--- src/ptk_pkg.sv ---
`default_nettype none

package ptk_pkg;

  // List geometry
  localparam int unsigned DEPTH       = 16;
  localparam int unsigned NUM_QUERIES = 8;
  localparam int unsigned DOC_BITS    = 20;

  // Fixed field widths
  localparam int unsigned SCORE_W = 32;
  localparam int unsigned QIDX_W  = 3;
  localparam int unsigned RANK_W  = 4;
  localparam int unsigned LCNT_W  = 5;

  // Derived widths
  localparam int unsigned CNT_W   = $clog2(DEPTH + 1);
  localparam int unsigned QADDR_W = (NUM_QUERIES > 1) ? $clog2(NUM_QUERIES) : 1;

  // Front queue, power of two deep
  localparam int unsigned FIFO_DEPTH = 2;
  localparam int unsigned FPTR_W     = (FIFO_DEPTH > 1) ? $clog2(FIFO_DEPTH) : 1;
  localparam int unsigned FCNT_W     = $clog2(FIFO_DEPTH + 1);

  // Opcodes
  localparam logic OP_INSERT = 1'b0;
  localparam logic OP_READ   = 1'b1;

  typedef enum logic [1:0] {
    KIND_INSERT,
    KIND_READ,
    KIND_NULL
  } kind_e;

  typedef struct packed {
    logic [SCORE_W-1:0]  score;
    logic [DOC_BITS-1:0] doc;
  } entry_t;

  typedef entry_t [DEPTH-1:0] row_t;

  // Classified word handed from front to back
  typedef struct packed {
    kind_e               kind;
    logic [QIDX_W-1:0]   query;
    logic [DOC_BITS-1:0] doc;
    logic [SCORE_W-1:0]  score;
    logic [RANK_W-1:0]   rank;
  } item_t;

  typedef struct packed {
    logic                      accepted;
    logic [RANK_W-1:0]         placed_rank;
    logic                      evicted_valid;
    logic [DOC_BITS-1:0]       evicted_doc;
    logic                      entry_valid;
    logic [DOC_BITS-1:0]       entry_doc;
    logic signed [SCORE_W-1:0] entry_score;
    logic [LCNT_W-1:0]         list_count;
  } rsp_t;

endpackage

`default_nettype wire

--- src/ptk_req_if.sv ---
`default_nettype none

interface ptk_req_if;
  logic                               valid;
  logic                               ready;
  logic                               opcode;
  logic [ptk_pkg::QIDX_W-1:0]         query_index;
  logic [ptk_pkg::DOC_BITS-1:0]       doc_id;
  logic signed [ptk_pkg::SCORE_W-1:0] cand_score;
  logic [ptk_pkg::RANK_W-1:0]         read_rank;

  modport source (
    output valid, opcode, query_index, doc_id, cand_score, read_rank,
    input  ready
  );

  modport sink (
    input  valid, opcode, query_index, doc_id, cand_score, read_rank,
    output ready
  );
endinterface

`default_nettype wire

--- src/ptk_front.sv ---
`default_nettype none

module ptk_front (
  input  logic           clk_i,
  input  logic           rst_ni,
  ptk_req_if.sink        req_i,
  output logic           item_valid_o,
  output ptk_pkg::item_t item_o,
  input  logic           item_ready_i
);
  import ptk_pkg::*;

  item_t             fifo_q [FIFO_DEPTH];
  logic [FPTR_W-1:0] wr_ptr_q, rd_ptr_q;
  logic [FCNT_W-1:0] cnt_q;
  item_t             new_item;
  logic              push, pop;

  assign req_i.ready  = (cnt_q != FCNT_W'(FIFO_DEPTH));
  assign push         = req_i.valid && req_i.ready;
  assign item_valid_o = (cnt_q != '0);
  assign pop          = item_valid_o && item_ready_i;
  assign item_o       = fifo_q[rd_ptr_q];

  // Classify the incoming word
  always_comb begin
    new_item.query = req_i.query_index;
    new_item.doc   = req_i.doc_id;
    new_item.score = req_i.cand_score;
    new_item.rank  = req_i.read_rank;
    if (int'(req_i.query_index) >= int'(NUM_QUERIES)) begin
      new_item.kind = KIND_NULL;
    end else if (req_i.opcode == OP_READ) begin
      new_item.kind = KIND_READ;
    end else begin
      new_item.kind = KIND_INSERT;
    end
  end

  // Queue storage
  always_ff @(posedge clk_i) begin
    if (push) begin
      fifo_q[wr_ptr_q] <= new_item;
    end
  end

  // Queue pointers and fill
  always_ff @(posedge clk_i or negedge rst_ni) begin
    if (!rst_ni) begin
      wr_ptr_q <= '0;
      rd_ptr_q <= '0;
      cnt_q    <= '0;
    end else begin
      if (push) wr_ptr_q <= wr_ptr_q + 1'b1;
      if (pop)  rd_ptr_q <= rd_ptr_q + 1'b1;
      case ({push, pop})
        2'b10:   cnt_q <= cnt_q + 1'b1;
        2'b01:   cnt_q <= cnt_q - 1'b1;
        default: cnt_q <= cnt_q;
      endcase
    end
  end

endmodule

`default_nettype wire

--- src/flat_wrapper.sv ---
// flat-port wrapper written by rule: the top's interface ports become plain ports
module ptk_front_flat import ptk_pkg::*;
  (clk_i, rst_ni, item_valid_o, item_o, item_ready_i, req_i_valid, req_i_opcode, req_i_query_index, req_i_doc_id, req_i_cand_score, req_i_read_rank, req_i_ready);
  ptk_req_if req_i_i ();
  input  logic clk_i;
  input  logic rst_ni;
  output logic item_valid_o;
  output ptk_pkg::item_t item_o;
  input  logic item_ready_i;
  input wire logic [$bits(req_i_i.valid)-1:0] req_i_valid;
  input wire logic [$bits(req_i_i.opcode)-1:0] req_i_opcode;
  input wire logic [$bits(req_i_i.query_index)-1:0] req_i_query_index;
  input wire logic [$bits(req_i_i.doc_id)-1:0] req_i_doc_id;
  input wire logic [$bits(req_i_i.cand_score)-1:0] req_i_cand_score;
  input wire logic [$bits(req_i_i.read_rank)-1:0] req_i_read_rank;
  output wire logic [$bits(req_i_i.ready)-1:0] req_i_ready;
  assign req_i_i.valid = req_i_valid;
  assign req_i_i.opcode = req_i_opcode;
  assign req_i_i.query_index = req_i_query_index;
  assign req_i_i.doc_id = req_i_doc_id;
  assign req_i_i.cand_score = req_i_cand_score;
  assign req_i_i.read_rank = req_i_read_rank;
  assign req_i_ready = req_i_i.ready;
  ptk_front u_core (.clk_i(clk_i), .rst_ni(rst_ni), .req_i(req_i_i), .item_valid_o(item_valid_o), .item_o(item_o), .item_ready_i(item_ready_i));
endmodule
--- config.mk ---
export PLATFORM = sky130hd
export DESIGN_NAME = ptk_front_flat
export DESIGN_NICKNAME = d
export VERILOG_FILES = /design/src/ptk_pkg.sv /design/src/ptk_req_if.sv /design/src/ptk_front.sv /design/src/flat_wrapper.sv
export SDC_FILE = /design/constraint.sdc
export NUM_CORES = 1
export LEC_CHECK = 0
export BUFFER_PORTS_ARGS = -buffer_cell sky130_fd_sc_hd__buf_2
export CAP_MARGIN = 20
export CORE_ASPECT_RATIO = 1.5
export CORE_MARGIN = 2
export CORE_UTILIZATION = 47
export CTS_CLUSTER_DIAMETER = 30
export CTS_CLUSTER_SIZE = 10
export DETAILED_ROUTE_END_ITERATION = 8
export GPL_TIMING_DRIVEN = 1
export PLACE_DENSITY_LB_ADDON = 0.2
export SLEW_MARGIN = 30
export SYNTH_ARGS = -nofsm -noshare
export SYNTH_HDL_FRONTEND = slang
export SYNTH_SLANG_ARGS = --single-unit
--- constraint.sdc ---
create_clock -name clk_i -period 3.7 [get_ports clk_i]
set_input_delay 0.74 -clock clk_i [delete_from_list [all_inputs] [get_ports clk_i]]
set_output_delay 0.74 -clock clk_i [all_outputs]
set_load 0.01 [all_outputs]
==> results.txt <==
mux cell area share after synthesis - 18.7%
adder-cell share of the synthesized area - 0.261%
worst-path cell chain - buf_4 -> mux2_4 -> buf_2
synth top area cells - edfxtp_1, mux2_4, dfrtp_1
TNS Setup - 0 ns
syn avg cell area - 23.2 µm²
Post-Route WL - 7.83 mm
core area - 10000 µm²
CTS root buf - clkbuf_16
hold-fix buffers at CTS - 0
# clock sinks - 124
worst slack, placed - 1.21 ns
Synth Area in Compound Gates - 0%
routed len/inst - 16.5 µm
TritonCTS buffer count - 17
most common cell in the synthesized netlist - edfxtp_1
syn nets - 271
R2R Setup Slk - 1.71 ns
number of synthesized flops with an enable pin - 120
Yosys reg bits - 124
die height - 128 µm
via count - 2286
share of layout cells above drive strength 1 - 62.1%
gr usage total - 14.6%
PortBufs - 125
Arr. time, crit path - 2.13 ns
sequential area share after synthesis - 77.4%
Clock Skews - 0.00366 ns
Min-Delay Path Class - in2async
Final WS setup - 0.832 ns
Worst Path Required - 2.96 ns
clock insertion delay at the later pin of the skew report - 0.40 ns
initial antenna violation count - 1
worst path bufs/invs - 2
Worst Setup Path Type - reg2out
Yosys Warn Count - 0
fmax - 349 MHz
Reg area - 3710 µm²
CP peak stage delay - 0.87 ns
critical path's slowest cell - dfrtp_4
CP Launch Type - flip-flop
post-CTS setup buffer count - 0
antenna-violating nets left - 0
area share of the largest cell type after synthesis - 75.3%
drt first pass iters - 4
drt via density - 4.80
vias in the first global route - 2419
Placer Congestion - 0.725
post-synthesis cell type count - 16
largest net degree at the start of global routing - 39
crit path to - item_o[13]
# IOs - 127
Slew @ Worst Pin - 0.715 ns
CTS H-tree depth - 4
Worst Reg2Reg Path Length in Cells - 3
worst-path maximum fanout - 37
die footprint - 11000 µm²
Post-synth top cells - edfxtp_1, mux2_4, buf_6
FF-to-FF End - u_core.fifo_q[1][54]$_DFFE_PP_
CP Launch Point - u_core.rd_ptr_q$_DFFE_PN0P_
CTS Buffer Depth - 2
top_reg_cell synth - edfxtp_1
Post-Synth Simple-Gate Area - 0.810%
fin nets - 412
Post-DP HPWL - 5.29 mm
Die Wd - 86.4 µm
Rel. slew slack - 52.2%
area of the multi-input gates - 1000 µm²
max-slew violation count - 0
Final Setup Violations - 0
Initial Util - 47.8%
post-cts resize count - 0
Diodes inserted - 0
Crit. End Element - output port
fin crit share - 77.5%
mapped cell area - 4790 µm²
Peak VDD IR - 430 µV
first-pass GRT wire length - 11.7 mm
Reg2Reg Launch Point - u_core.cnt_q[0]$_DFFE_PN0P_
largest family of logic cells by synthesized area - multiplexers
cell taking the most area after synthesis - edfxtp_1
status - complete, no violations
num rows - 45
Max Cap Viol - 0
CP top delay family - flip-flops
Final min period - 2.87 ns
Hold Vio Cnt, Final - 0
P per Cell Area - 826 nW/µm²
DR DRC count - 0
Leak Pwr - 2.46 nW
stages on the worst setup path - 3
async set-or-reset flop fraction in the synthesized netlist - 3.23%
Worst-path clk slew - 0.05 ns
CTS tree - built
GRT overflow - 0
Area Growth Syn to Fin - 26.8%
RSZ-0062 raised after global routing - no
Synth Instances - 206
xor/xnor share of the synthesized area - 0.915%
drt first-iter violations - 106
number of fill cells - 758
## metal layers
layer  part of all wire [%]  vias to the layer above  routed length (µm)  GRT usage, %
li1                       -                     1086                   -             -
met1                     36                     1112                2850          14.7
met2                     56                       78                4390          26.0
met5                      0                        -                   0             0
met4                    1.5                        0                 121          7.72
met3                    6.0                       10                 467          5.23
## metrics by stage
stage | hold WS [ns] | power, mW | util (%) | instances | instance area, µm²
floorplan | 0.444 | 3.17 | - | 206 | 4790
detailed placement | 0.486 | 3.62 | 55.2 | 445 | 5530
global placement | 0.474 | 3.59 | 55.2 | 445 | 5530
finish | 0.141 | 5.01 | 60.5 | 476 | 6070
CTS | 0.124 | 5.09 | 60.5 | 476 | 6070
global route | 0.126 | 5.25 | 60.5 | 476 | 6070
## state kept, by name (all words and copies together) (netlist names)
register         flops
u_core.cnt_q         2
u_core.fifo_q      120
u_core.rd_ptr_q      1
u_core.wr_ptr_q      1
## layout make-up
class | instances | share of cell area, %
clock buffers | 18 | 7.07
clock inverters | 13 | 1.71
multi-input cells | 74 | 16.6
flip-flops and latches | 124 | 61.1
well taps | 117 | 2.41
repair buffers | 130 | 11.1
## cells by family (layout without fill, tap and decap cells)
logic type / after synthesis / count (layout)
XOR/XNOR: 5 / 5
adder cells (fa/ha/maj): 1 / 1
buffers and inverters: 8 / 161
flip-flops: 124 / 124
multiplexers: 60 / 60
other: 1 / 1
AND/OR/NAND/NOR: 7 / 7
## placed cells by master, fill, tap and decap left out
cell / instances
and2_4: 1
and3_2: 1
buf_12: 1
buf_2: 125
buf_4: 4
bufinv_16: 1
clkbuf_1: 1
clkbuf_16: 17
clkinv_1: 1
clkinv_2: 5
clkinvlp_4: 6
conb_1: 1
dfrtp_1: 3
dfrtp_4: 1
edfxtp_1: 120
ha_1: 1
mux2_2: 1
mux2_4: 59
nand2_1: 1
nand2b_1: 1
nor2_1: 1
nor2_4: 1
or2_1: 1
xnor2_1: 3
xor2_1: 2
## worst reg2reg max path, delay by kind of cell (launching register included)
kind / cells / cell delay [ns]
buf+inv: 1 / 0.42
simple gates: 2 / 0.84
flops: 1 / 0.40
## how the worst min path moves through the flow
stage | slack (ns) | start | cells past startpoint | end
after global placement | 0.47 | u_core.cnt_q[1]$_DFFE_PN0P_ | 1 | u_core.cnt_q[1]$_DFFE_PN0P_
after floorplan | 0.44 | rst_ni | 0 | u_core.cnt_q[0]$_DFFE_PN0P_
after global routing | 0.13 | rst_ni | 1 | u_core.cnt_q[1]$_DFFE_PN0P_
final | 0.14 | rst_ni | 1 | u_core.wr_ptr_q$_DFFE_PN0N_
after detailed placement | 0.49 | u_core.cnt_q[1]$_DFFE_PN0P_ | 1 | u_core.cnt_q[1]$_DFFE_PN0P_
after CTS | 0.12 | rst_ni | 1 | u_core.cnt_q[1]$_DFFE_PN0P_
## where the power goes
| group | internal [mW] | switching [mW] | leakage (nW) |
|---|---|---|---|
| Clock | 0.906 | 0.544 | 0.247 |
| Sequential | 1.93 | 0.195 | 1.16 |
| Combinational | 0.791 | 0.647 | 1.05 |
(Power assumes the default switching activity.)
